`config.mk`:
```
export PLATFORM = sky130hd
export DESIGN_NAME = gbta_ram
export DESIGN_NICKNAME = d
export VERILOG_FILES = /design/src/gbta_ram.sv
export SDC_FILE = /design/constraint.sdc
export NUM_CORES = 1
export LEC_CHECK = 0
export ABC_AREA = 0
export BUFFER_PORTS_ARGS = -buffer_cell sky130_fd_sc_hd__buf_2
export CAP_MARGIN = 15
export CORE_MARGIN = 2
export CORE_UTILIZATION = 55
export DETAILED_ROUTE_END_ITERATION = 10
export PLACE_DENSITY = 0.81
export SLEW_MARGIN = 0
export SYNTH_ARGS = -nofsm -noshare
export SYNTH_HDL_FRONTEND = slang
export SYNTH_SLANG_ARGS = --single-unit
```
`constraint.sdc`:
```
create_clock -name clk -period 2.1 [get_ports clk]
set_input_delay 0.315 -clock clk [delete_from_list [all_inputs] [get_ports clk]]
set_output_delay 0.315 -clock clk [all_outputs]
set_load 0.03 [all_outputs]
```
`src/gbta_ram.sv`:
```
// Generic single-write, single-read memory with a registered read port.
// No dependencies.
module gbta_ram #(
  parameter int WIDTH = 8,
  parameter int DEPTH = 16
) (
  input  logic                     clk,
  input  logic                     wr_en,
  input  logic [$clog2(DEPTH)-1:0] wr_addr,
  input  logic [WIDTH-1:0]         wr_data,
  input  logic                     rd_en,
  input  logic [$clog2(DEPTH)-1:0] rd_addr,
  output logic [WIDTH-1:0]         rd_data
);

  logic [WIDTH-1:0] mem [DEPTH];

  always_ff @(posedge clk) begin
    if (wr_en) begin
      mem[wr_addr] <= wr_data;
    end
    if (rd_en) begin
      rd_data <= mem[rd_addr];
    end
  end

endmodule

```
# ---- Word level (Yosys, flattened, before mapping)
# Memories as Yosys holds them, arrays and structs flattened. A register that Yosys moved wholly into a read port is not among the register bits.
# Index checks and enable logic that the tools add are counted.
dict set report totals {
  ff_bits 0
  mem_bits_rw 128
  elab_cells 3
  memories 1
}
# name words width read_ports rd_clocked_by_memory_dff wr line
set memory_table {}
lappend memory_table {mem 16 8 1 1 1 16} ;# logic [WIDTH-1:0] mem [DEPTH];
dict set report classes {
  mux 2
}
# op n
set ops {}
lappend ops {{1-bit two-way mux} 2}

# ---- Logic depth before layout (Yosys ltp)
dict set report logic_depth {
  ltp_word 2
  depth_mapped 5
}

# ---- Worst setup path after synthesis
# No wires, ideal clock.
dict set report synth_path {
  path_type {input port to flip-flop}
  startpoint {input port wr_addr[2]}
  endpoint {memory mem[0][0], enable pin}
  setup_ps 383
  arrival_time_ps 1425
  required_ps 1717
  path_slack_ps 292
  path_stages 2
  path_cell_list {or3b_2 > nor3_1}
}
# item line
set synth_lines {}
lappend synth_lines {{start: declaration} 9} ;# input logic [$clog2(DEPTH)-1:0] wr_addr,
lappend synth_lines {{end: declaration} 16}
# Straight into the memory's write port.

==> flow_summary_export.csv <==
group,metric,value,unit
yosys,synthMuxAreaShare,14.8,%
clock_tree,clock-sinks,136,
grt,grtUsageMet1,32.5,%
sta,tightest_slew,0.708,ns
run_status,status,"finished, final reports clean",
power,pwr-share-clk,45.4,%
yosys,yosysSeqAreaShare,78.1,%
final_layout,fin_util,67.0,%
grt,grt_max_degree,19,
route,ant_nets,0,
die,core.rowCount,35,
yosys,synthCells,229,
sta,min_period_over_period,73.1,%
yosys,synth_top_family_by_area,"multiplexers",
yosys,ys_types,18,
clock_tree,cts_buffers,17,
yosys,synth_fa_ha_area_share,0,%
clock_tree,cts_resized,0,
final_layout,n_fill_cell,566,
yosys,synth_area,0.00523,sq mm
die,pin_count,27,
sta,setup_violations,0,
sta,clock_skew,0.0153,ns
route,viasPerCell,6.01,
final_layout,layout-drive-gt1-share,32.6,%
route,wl_per_cell,25.2,um
sta,fmax,0.652,GHz
worst_setup_path,start_kind,"register",
worst_setup_path,critPathMaxFanout,1,
clock_tree,clk_pin_slew,0.06,ns
route,dr.pass1.iters,4,
final_layout,final_cell_mix,"edfxtp_1 (136), buf_2 (26), mux4_2 (18), buf_4 (18)",
clock_tree,cts_setup_buffers,0,
final_layout,fin_cells,427,
sta,drv_slew,0,
sta,period_minus_slack,1.53,ns
grt,grt_pass1_wl,16400,um
sta,slew_headroom,52.6,%
die,core,0.00924,sq mm
yosys,avgSynthCellArea,22.8,sq um
power,leakagePower,0.00210,uW
placed_design,port_buffers,26,
clock_tree,tritoncts,"yes",
route,finalWirelength,10800,um
power,p_sw_share,21.5,%
power,power_frac_comb,5.1,%
worst_setup_path,cp.required,2.35,ns
final_layout,area_delta_synth_final,18.5,%
power,netSwitchingPower,1330,uW
yosys,synth_seq_cells,136,
sta,report.final.hold_viol_count,0,
sta,fin_tns_setup,0,ns
clock_tree,clockBufferDepth,2,
die,die_w,101,um
yosys,post_synth_xor_area_fraction,0,%
route,drt_iter0_drc,292,
grt,gr-max-usage-layer,"met2",
grt,grt_use_met2,37.7,%
power,p_per_area,1000,mW/mm^2
placed_design,gp_congestion,0.753,
worst_setup_path,endpoint_kind,"register",
placed_design,hpwl,6420,um
yosys,synth_compound_area_share,2.30,%
yosys,syn_nets,248,
job,maxCapViolations,0,
final_layout,final_nets,304,
die,fp.dieH,101,um
clock_tree,hold_buffers,0,
yosys,synth-simple-area-share,3.14,%
placed_design,dp_cells,395,
power,power_frac_seq,49.6,%
die,dieArea,0.0103,sq mm
route,vias,2566,
sta,rsz0062_at_grt,"false",
power,intPower,4870,uW
clock_tree,clkLatencyLatePin,0.52,ns
die,start_util,56.6,%
worst_setup_path,crit_type,"register to register",
grt,grt_util_all_layers,23.5,%
clock_tree,htree_num_levels,4,
yosys,yosysWarnings,0,
route,drc_errors,0,
clock_tree,ctsRootBufferMaster,"clkbuf_8",
grt,use_met3,4.83,%
hold_path,min_path_type,"primary input to register",
grt,overflow,0,
final_layout,layout_commonest_cell,"edfxtp_1",
grt,grt_pass1_vias,2657,
grt,antenna_found_initial,0,
power,ir_drop,0.692,mV
worst_setup_path,cp.arrival,1.79,ns
final_layout,antennaDiodeCount,0,
## logic make-up (layout without fill, tap and decap cells)
group | Yosys count | after routing
compound gates | 16 | 16
simple gates | 35 | 35
buf+inv | 10 | 79
flops | 136 | 136
mux | 32 | 32
## registers in the layout, indices dropped and copies added, names as in the netlist
register and cells:
mem 128, rd_data 8
## synth_stat cells, drive strengths merged
master | count | area [sq um]
edfxtp | 136 | 4080
mux4 | 32 | 773
a22oi | 16 | 120
nor2 | 13 | 48.8
nand2 | 9 | 33.8
buf | 7 | 56.3
nor3 | 4 | 20.0
clkdlybuf4s25 | 3 | 30.0
nand2b | 2 | 12.5
nand3b | 2 | 15.0
and2 | 1 | 6.26
and2b | 1 | 7.51
nand3 | 1 | 5.00
nor2b | 1 | 6.26
or3b | 1 | 8.76
## metrics by stage
step	hold slack [ns]	power, uW	worst slack (ns)	area [sq um]
CTS	0.148	6230	0.528	6190
global placement	0.693	3430	0.198	5630
global route	0.155	6360	0.499	6190
floorplan	0.414	3310	0.292	5230
finish	0.158	6210	0.566	6190
detailed placement	0.688	3450	0.141	5630
## area by class of cell
type | count | area, sq um | share of cell area, %
sequential | 136 | 4080 | 65.9
tap | 129 | 161 | 2.61
clock buffer | 17 | 414 | 6.69
timing repair buffer | 47 | 325 | 5.25
clock inverter | 15 | 153 | 2.46
multi-input combinational | 83 | 1060 | 17.1
## metal layers
layer  up-vias  wire length (um)  part of all wire [%]
met2       108              5670                    53
met4         0               140                   1.3
met1      1356              4350                    40
li1       1092                 -                     -
met3        10               609                   5.7
met5         -                 0                     0
## worst paths after layout
| check | cells past startpoint | to | slack, ns | from |
|---|---|---|---|---|
| worst max-delay path | 3 | rd_data[3]$_DFFE_PP_ | 0.57 | mem[5][3]$_DFFE_PP_ |
| worst min-delay path | 1 | rd_data[3]$_DFFE_PP_ | 0.16 | rd_en |
| worst max register to register | 3 | rd_data[3]$_DFFE_PP_ | 0.57 | mem[5][3]$_DFFE_PP_ |
| worst min register to register | 3 | rd_data[6]$_DFFE_PP_ | 0.76 | mem[14][6]$_DFFE_PP_ |
## power groups by stage
stage	Clock (uW)	Sequential, uW	Combinational, uW
2_1_floorplan	0	3150	154
3_3_place_gp	0	3130	304
3_5_place_dp	0	3130	314
4_1_cts	2840	3080	318
5_1_grt	2940	3080	340
6_report	2820	3080	315
## worst max-delay path, cell delays in order (launching register included)
cell and delay [ns]:
edfxtp_1 0.39, mux4_1 0.56, a22oi_1 0.20, nand2_1 0.13
Note: power is estimated with default switching activity, not from simulation.
