==> config.mk <==
export PLATFORM = sky130hd
export DESIGN_NAME = gbta_front
export DESIGN_NICKNAME = d
export VERILOG_FILES = /design/src/gbta_pkg.sv /design/src/gbta_front.sv
export SDC_FILE = /design/constraint.sdc
export NUM_CORES = 1
export LEC_CHECK = 0
export ABC_CLOCK_PERIOD_IN_PS = 1800
export BUFFER_PORTS_ARGS = -buffer_cell sky130_fd_sc_hd__buf_4
export CORE_AREA = 2 2 74 76
export CTS_CLUSTER_DIAMETER = 150
export CTS_CLUSTER_SIZE = 40
export DETAILED_ROUTE_END_ITERATION = 8
export DIE_AREA = 0 0 76 78
export PLACE_DENSITY = 0.81
export SYNTH_ARGS = -nofsm -noshare
export SYNTH_HDL_FRONTEND = slang
export SYNTH_SLANG_ARGS = --single-unit
export TNS_END_PERCENT = 1
==> constraint.sdc <==
create_clock -name clk -period 1.8 [get_ports clk]
set_input_delay 0 -clock clk [delete_from_list [all_inputs] [get_ports clk]]
set_output_delay 0 -clock clk [all_outputs]
set_load 0.02 [all_outputs]
==> src/gbta_pkg.sv <==
// Shared constants, types and helper functions of the gradient b-tensor accumulator.
// No dependencies; every other file of the block but gbta_ram imports this package.
package gbta_pkg;

  localparam int MAX_SAMPLES = 4096;
  localparam int SAMPLE_BITS = 16;

  localparam int ADDR_W  = $clog2(MAX_SAMPLES);
  localparam int CNT_W   = $clog2(MAX_SAMPLES + 1);
  localparam int STORE_W = 3 * SAMPLE_BITS;
  // One amplitude-times-sample step: signed sample by a zero-extended 16-bit amplitude.
  localparam int STEP_W  = SAMPLE_BITS + 17;
  // The integrated moment stays below MAX_SAMPLES * 2^(SAMPLE_BITS+15) in magnitude.
  localparam int K_W     = ADDR_W + SAMPLE_BITS + 16;
  localparam int DIG_W   = 16;
  localparam int NDIG    = (K_W + DIG_W - 1) / DIG_W;
  localparam int MB_W    = NDIG * DIG_W;

  localparam int CFG_IDX_W  = 3;
  localparam int CFG_DATA_W = 20;

  localparam logic [CFG_IDX_W-1:0] REG_AMP_PHASE = 3'd0;
  localparam logic [CFG_IDX_W-1:0] REG_AMP_READ  = 3'd1;
  localparam logic [CFG_IDX_W-1:0] REG_AMP_SLICE = 3'd2;
  localparam logic [CFG_IDX_W-1:0] REG_REFOC     = 3'd3;
  localparam logic [CFG_IDX_W-1:0] REG_RASTER    = 3'd4;

  typedef struct packed {
    logic [CNT_W-1:0] count;
    logic             drop;
  } job_t;

  typedef struct packed {
    logic [62:0]        b_xx;
    logic [62:0]        b_yy;
    logic [62:0]        b_zz;
    logic signed [63:0] b_xy;
    logic signed [63:0] b_xz;
    logic signed [63:0] b_yz;
    logic [52:0]        crush_moment;
    logic               saturated;
    logic               overflowed;
  } res_t;

  function automatic logic signed [SAMPLE_BITS-1:0] to_sample(input logic signed [15:0] x);
    return SAMPLE_BITS'(x);
  endfunction

  // First and second axis of each of the six tensor products: xx yy zz xy xz yz.
  function automatic logic [1:0] prod_a(input logic [2:0] j);
    logic [1:0] r;
    case (j)
      3'd1:    r = 2'd1;
      3'd2:    r = 2'd2;
      3'd5:    r = 2'd1;
      default: r = 2'd0;
    endcase
    return r;
  endfunction

  function automatic logic [1:0] prod_b(input logic [2:0] j);
    logic [1:0] r;
    case (j)
      3'd1:    r = 2'd1;
      3'd3:    r = 2'd1;
      3'd2:    r = 2'd2;
      3'd4:    r = 2'd2;
      3'd5:    r = 2'd2;
      default: r = 2'd0;
    endcase
    return r;
  endfunction

endpackage

==> src/gbta_front.sv <==
// Front end: takes waveform samples, writes them to the sample store and hands over a job.
// Depends on gbta_pkg.
module gbta_front
  import gbta_pkg::*;
(
  input  logic                     clk,
  input  logic                     rst,
  input  logic                     push,
  output logic                     full,
  input  logic signed [15:0]       grad_phase,
  input  logic signed [15:0]       grad_read,
  input  logic signed [15:0]       grad_slice,
  input  logic                     last_sample,
  output logic                     wr_en,
  output logic [ADDR_W-1:0]        wr_addr,
  output logic [STORE_W-1:0]       wr_data,
  output logic                     job_valid,
  output job_t                     job,
  input  logic                     job_done
);

  logic [CNT_W-1:0] count;
  logic             drop;
  logic             accept;
  logic             room;

  // The store belongs to the back end until it releases the job.
  assign full    = job_valid;
  assign accept  = push && !job_valid;
  assign room    = count != CNT_W'(MAX_SAMPLES);
  assign wr_en   = accept && room;
  assign wr_addr = count[ADDR_W-1:0];
  assign wr_data = {to_sample(grad_phase), to_sample(grad_read), to_sample(grad_slice)};

  always_ff @(posedge clk) begin
    if (rst) begin
      count     <= '0;
      drop      <= 1'b0;
      job_valid <= 1'b0;
    end else begin
      if (job_done) begin
        job_valid <= 1'b0;
      end
      if (accept) begin
        if (last_sample) begin
          job_valid  <= 1'b1;
          job.count  <= room ? count + 1'b1 : count;
          job.drop   <= drop || !room;
          count      <= '0;
          drop       <= 1'b0;
        end else if (room) begin
          count <= count + 1'b1;
        end else begin
          drop <= 1'b1;
        end
      end
    end
  end

endmodule

* Word-level counts from Yosys, hierarchy flattened
Index checks and enable logic that the tools add are counted.
** Storage, ports and cells
- Bits in registers :: 29
- Input port bits :: 53
- Word-level logic and storage cells :: 23
** Operators by class
- Add/sub/neg operators :: 1
- Equality and inequality tests :: 2
- Multiplexer cells :: 7
- Bitwise operators :: 1
- Reductions and logical operators :: 7
** Operator list (number)
- two-way mux 13 bit :: 2
- adder 13 x 1 -> 13 bit (second input constant) :: 1
- != test 13 bit (second input constant) :: 1
- two-way mux 1 bit :: 5
- AND reduction 3 bit :: 1
- logical AND 1 bit :: 2
- zero test 1 bit :: 2
- != test 2 bit (second input constant) :: 1
- AND reduction 2 bit :: 1
- logical OR 1 bit :: 1
- NOT 1 bit :: 1

* Depth between registers and ports, before layout
- Depth after elaboration :: 3
- Gate-level depth with buffers :: 8
- Depth with buffers taken out :: 6

* Worst setup path before layout
OpenSTA, ideal clock, no wires.
- Path kind :: register to register
- From :: register job_valid (netlist: full)
- To :: register job[0] (netlist bit) (enable)
- Setup time :: 0.384 ns
- Arrival time :: 1.451 ns
- Slack :: -0.035 ns
- Cell stages (with the launch flop) :: 5
- Buffers on the path :: 1
- Period minus slack after synthesis :: 1.835 ns
- Path through :: dfxtp_1 -> nor2b_1 -> clkbuf_1 -> nand2_1 -> nor2_1
** Between the ends
- Longest elaborated chain between the ends :: 3
** RTL lines
- start: declaration :: line gbta_front.sv:17 : output logic job_valid,
- start signal: assignment :: line gbta_front.sv:39 : job_valid <= 1'b0;
- start signal: assignment :: line gbta_front.sv:42 : job_valid <= 1'b0;
- start signal: assignment :: line gbta_front.sv:46 : job_valid <= 1'b1;
- zero test 1 bit :: line gbta_front.sv:29 : assign accept = push && !job_valid;
- logical AND 1 bit :: line gbta_front.sv:29
- AND reduction 3 bit (no source line)
- end: declaration :: line gbta_front.sv:18 : output job_t job,
No other way between the ends.
A chain may end at the register's enable or synchronous reset.

* Final worst setup path
- From :: register count[1]
- To :: output wr_en
** Between the ends
- Longest elaborated chain between the ends :: 2
** RTL lines
- start: declaration :: line gbta_front.sv:22 : logic [CNT_W-1:0] count;
- start signal: assignment :: line gbta_front.sv:52 : count <= count + 1'b1;
- != test 13 bit :: line gbta_front.sv:30 : assign room = count != CNT_W'(MAX_SAMPLES);
- logical AND 1 bit :: line gbta_front.sv:31 : assign wr_en = accept && room;
- end: declaration :: line gbta_front.sv:14 : output logic wr_en,
No other way between the ends.

==> metrics.txt <==
# TYPE chip_impl_metric gauge
chip_impl_info{name="status",value="finished clean"} 1
chip_impl_metric{name="port_buffers",unit=""} 33
chip_impl_info{name="synth_top_family_by_area",value="buffers and inverters"} 1
chip_impl_metric{name="die-width",unit="um"} 76
chip_impl_metric{name="post_cts.repair.setup_buffers",unit=""} 0
chip_impl_metric{name="layout-drive-gt1-share",unit="%"} 32.1
chip_impl_metric{name="route.detailed.drc",unit=""} 0
chip_impl_metric{name="tritoncts_num_sinks",unit=""} 29
chip_impl_metric{name="cap_viol_max_count",unit=""} 0
chip_impl_metric{name="r2r.worst_path.cells",unit=""} 4
chip_impl_metric{name="compound_cell_area_share_of_the_yosys_netlist",unit="%"} 7.96
chip_impl_metric{name="mappedNetlistArea",unit="um^2"} 1890
chip_impl_metric{name="drv_slew",unit=""} 0
chip_impl_info{name="worstReg2RegEnd",value="count[7]"} 1
chip_impl_metric{name="power_switching_share",unit="%"} 23.2
chip_impl_info{name="hold_path_startpoint",value="grad_slice[13]"} 1
chip_impl_metric{name="clock_skew",unit="ns"} 0.00640
chip_impl_metric{name="finalSetupTns",unit="ns"} 0
chip_impl_metric{name="hold-path-cell-count",unit=""} 0
chip_impl_metric{name="die_h",unit="um"} 78
chip_impl_metric{name="asyncSetResetFlopFracSynth",unit="%"} 0
chip_impl_metric{name="power.share.sequential",unit="%"} 53.4
chip_impl_metric{name="drt-initial-drc-count",unit=""} 139
chip_impl_metric{name="fillers",unit=""} 501
chip_impl_metric{name="area_of_the_multi_input_gates",unit="um^2"} 661
chip_impl_metric{name="via_count",unit=""} 1309
chip_impl_metric{name="grt_usage",unit="%"} 15.1
chip_impl_metric{name="synth_xor_area_share",unit="%"} 5.11
chip_impl_metric{name="dp_cells",unit=""} 247
chip_impl_metric{name="timing.fmax",unit="GHz"} 0.598
chip_impl_metric{name="grt_first_pass_wirelength",unit="um"} 7030
chip_impl_metric{name="detail-route-antenna-nets",unit=""} 0
chip_impl_metric{name="total_area_of_sequential_cells",unit="um^2"} 722
chip_impl_metric{name="total_wire_length_after_detailed_routing",unit="um"} 4470
chip_impl_metric{name="synth_enable_flop_cells",unit=""} 14
chip_impl_metric{name="ys_ff_latch",unit=""} 29
chip_impl_metric{name="clock_tree.buffer_depth",unit=""} 2
chip_impl_metric{name="yosysSeqAreaShare",unit="%"} 38.2
chip_impl_metric{name="final_net_count",unit=""} 241
chip_impl_metric{name="setup_viol_count_final",unit=""} 0
chip_impl_metric{name="p_total",unit="mW"} 1.32
chip_impl_metric{name="final-hold-violation-count",unit=""} 0
chip_impl_info{name="unrepaired_setup_endpoints_after_global_routing",value="false"} 1
chip_impl_metric{name="cts.htree.levels",unit=""} 2
chip_impl_metric{name="insertion_delay",unit="ns"} 0.28
chip_impl_metric{name="count_of_antenna_diodes_in_the_layout",unit=""} 0
chip_impl_metric{name="slew-limit-headroom",unit="%"} 71.9
chip_impl_info{name="mostFrequentLayoutCell",value="sky130_fd_sc_hd__buf_4"} 1
chip_impl_metric{name="fin_cells",unit=""} 257
chip_impl_metric{name="avgViaCountPerCell",unit=""} 5.09
chip_impl_metric{name="fp-row-count",unit=""} 26
chip_impl_info{name="synth-main-ff-cell",value="sky130_fd_sc_hd__dfxtp_1"} 1
chip_impl_metric{name="count_of_boundary_i_o_pins",unit=""} 130
chip_impl_metric{name="synthSimpleGateAreaFrac",unit="%"} 18.6
chip_impl_info{name="hold_path.class",value="in -> out"} 1
chip_impl_metric{name="grt_antenna_before_repair",unit=""} 0
chip_impl_info{name="clock_tree.root_cell",value="sky130_fd_sc_hd__clkbuf_8"} 1
chip_impl_metric{name="hold-worst-slack",unit="ns"} 0.00000885
chip_impl_metric{name="cts-buffers-inserted",unit=""} 5
chip_impl_metric{name="post_synth.cell_area_avg",unit="um^2"} 9.24
chip_impl_metric{name="net-switching-power",unit="uW"} 306
chip_impl_info{name="mostFrequentLayoutCells",value="sky130_fd_sc_hd__buf_4, sky130_fd_sc_hd__dfxtp_1, sky130_fd_sc_hd__edfxtp_1, sky130_fd_sc_hd__nand3_1, sky130_fd_sc_hd__nand2_1"} 1
chip_impl_metric{name="p_int",unit="mW"} 1.01
chip_impl_metric{name="peakVddDrop",unit="mV"} 0.228
chip_impl_metric{name="synth_cells",unit=""} 204
chip_impl_metric{name="hpwlAfterDp",unit="um"} 3530
chip_impl_metric{name="floorplan.initialDensity",unit="%"} 37.4
chip_impl_metric{name="p_comb_share",unit="%"} 8.6
chip_impl_metric{name="post_synth_fa_ha_maj_area_fraction",unit="%"} 1.33
chip_impl_info{name="clock_tree_from_tritoncts",value="built"} 1
chip_impl_info{name="reg2reg_from",value="count[3]"} 1
chip_impl_metric{name="regToRegSetupSlack",unit="ns"} 0.14
chip_impl_metric{name="fin_util",unit="%"} 38.0
chip_impl_metric{name="leakagePower",unit="nW"} 0.761
chip_impl_metric{name="final_period_minus_worst_setup_slack",unit="ns"} 1.67
chip_impl_metric{name="wl_per_cell",unit="um"} 17.4
chip_impl_metric{name="routabilityCongestion",unit=""} 0.887
chip_impl_metric{name="core",unit="um^2"} 5040
chip_impl_info{name="critical_path_capture_point_type",value="primary output"} 1
chip_impl_metric{name="share_clk_of_total_power",unit="%"} 38.0
chip_impl_metric{name="global_route.overflow_total",unit=""} 0
chip_impl_metric{name="synth-warning-count",unit=""} 0
chip_impl_info{name="crit_start_category",value="flip-flop"} 1
chip_impl_metric{name="worst-path-max-fanout",unit=""} 7
chip_impl_metric{name="power_dens_cells",unit="nW/um^2"} 689
chip_impl_metric{name="pin_count_of_the_biggest_net_entering_global_routing",unit=""} 15
chip_impl_metric{name="number_of_global_route_vias_before_repair",unit=""} 1218
chip_impl_metric{name="cp.required",unit="ns"} 1.80
chip_impl_metric{name="synth_cell_types",unit=""} 40
chip_impl_metric{name="min_period_over_period",unit="%"} 93.0
chip_impl_metric{name="muxShareOfSynthArea",unit="%"} 0.531
chip_impl_metric{name="clk_pin_slew",unit="ns"} 0.06
chip_impl_info{name="worstSetupPathType",value="reg -> out"} 1
chip_impl_metric{name="firstDrtPassIters",unit=""} 4
chip_impl_metric{name="syn_to_final_growth",unit="%"} 1.59
chip_impl_metric{name="die-area",unit="um^2"} 5930
chip_impl_info{name="hold_path_end",value="wr_data[13]"} 1
chip_impl_metric{name="cp.arrival",unit="ns"} 1.67
chip_impl_metric{name="max_slew.worst_pin.slew",unit="ns"} 0.420
chip_impl_metric{name="syn_nets",unit=""} 259
-- worst max-delay path, stage by stage, from the launching register on --
cell and delay, ns:
sky130_fd_sc_hd__dfxtp_1 0.31, sky130_fd_sc_hd__buf_4 0.16, sky130_fd_sc_hd__inv_1 0.07, sky130_fd_sc_hd__ha_1 0.14, sky130_fd_sc_hd__nor4b_4 0.21, sky130_fd_sc_hd__and3_4 0.27
sky130_fd_sc_hd__nor2_1 0.07, sky130_fd_sc_hd__buf_4 0.16
-- per-stage QoR --
stage | worst slack [ns] | area (um^2)
2_1_floorplan | 0.0789 | 1890
3_5_place_dp | 0.128 | 1790
6_report | 0.126 | 1920
4_1_cts | 0.00882 | 1890
3_3_place_gp | 0.167 | 1790
5_1_grt | 0.0140 | 1920
-- cell type report --
cell class / instances / area share, %
inverters: 4 / 0.784
clock inverters: 1 / 0.196
flip-flops and latches: 29 / 37.7
well taps: 70 / 4.57
repair buffers: 46 / 18.3
clock buffers: 7 / 3.98
multi-input cells: 100 / 34.5
-- flip-flops by register name (all words and copies together) (netlist names) --
name	cells
drop	1
count	13
full	1
job	14
-- worst max-delay path by stage --
stage	start	slack, ns	cells past startpoint	to
after global placement	count[0]	0.17	7	drop
final	count[1]	0.13	7	wr_en
after floorplan	count[1]	0.08	5	count[12]
after CTS	count[0]	0.009	7	wr_en
after global routing	count[3]	0.01	4	count[7]
after detailed placement	count[0]	0.13	7	drop
-- power groups by stage --
stage          clock network (mW)  logic (mW)  registers (mW)
4_1_cts                     0.506       0.111           0.706
6_report                    0.502       0.113           0.705
5_1_grt                     0.544       0.123           0.706
2_1_floorplan                   0       0.209           0.731
3_5_place_dp                    0       0.107           0.720
3_3_place_gp                    0       0.106           0.720
-- cell families (layout without fill, tap and decap cells) --
| family | Yosys count | after routing |
|---|---|---|
| multiplexers | 1 | 1 |
| AO/OA/AOI/OAI | 24 | 24 |
| AND/OR/NAND/NOR | 62 | 62 |
| adder cells (fa/ha/maj) | 2 | 2 |
| flip-flops | 29 | 29 |
| buffers and inverters | 75 | 58 |
| XOR/XNOR | 11 | 11 |
-- cells in the mapped netlist, types with 3 or more instances --
cell	instances	area share (%)
sky130_fd_sc_hd__a21oi_1	8	2.1
sky130_fd_sc_hd__and3_1	3	1.0
sky130_fd_sc_hd__buf_4	62	25
sky130_fd_sc_hd__clkbuf_1	4	0.80
sky130_fd_sc_hd__dfxtp_1	15	16
sky130_fd_sc_hd__edfxtp_1	14	22
sky130_fd_sc_hd__inv_1	4	0.80
sky130_fd_sc_hd__nand2_1	11	2.2
sky130_fd_sc_hd__nand2b_1	3	1.0
sky130_fd_sc_hd__nand3_1	13	3.5
sky130_fd_sc_hd__nand4_1	3	1.0
sky130_fd_sc_hd__nor2_1	8	1.6
sky130_fd_sc_hd__nor3_1	4	1.1
sky130_fd_sc_hd__o21ai_0	7	1.9
sky130_fd_sc_hd__or3_1	4	1.3
sky130_fd_sc_hd__xnor2_1	9	4.2
-- routing by layer --
| layer | up-vias | global-route usage [%] | share of wire (%) |
|---|---|---|---|
| met5 | - | 0 | 0 |
| met4 | 0 | 7.09 | 2.2 |
| met3 | 14 | 6.86 | 15 |
| met2 | 108 | 26.3 | 51 |
| met1 | 575 | 15.7 | 32 |
| li1 | 612 | - | - |
-- timing repair --
item	CTS	global route
pin swaps	0	0
setup endpoints to repair	1	5
resized for setup	1	5
hold endpoints to repair	3	0
hold buffers	2	0
Power figures use the tool's default switching activity.
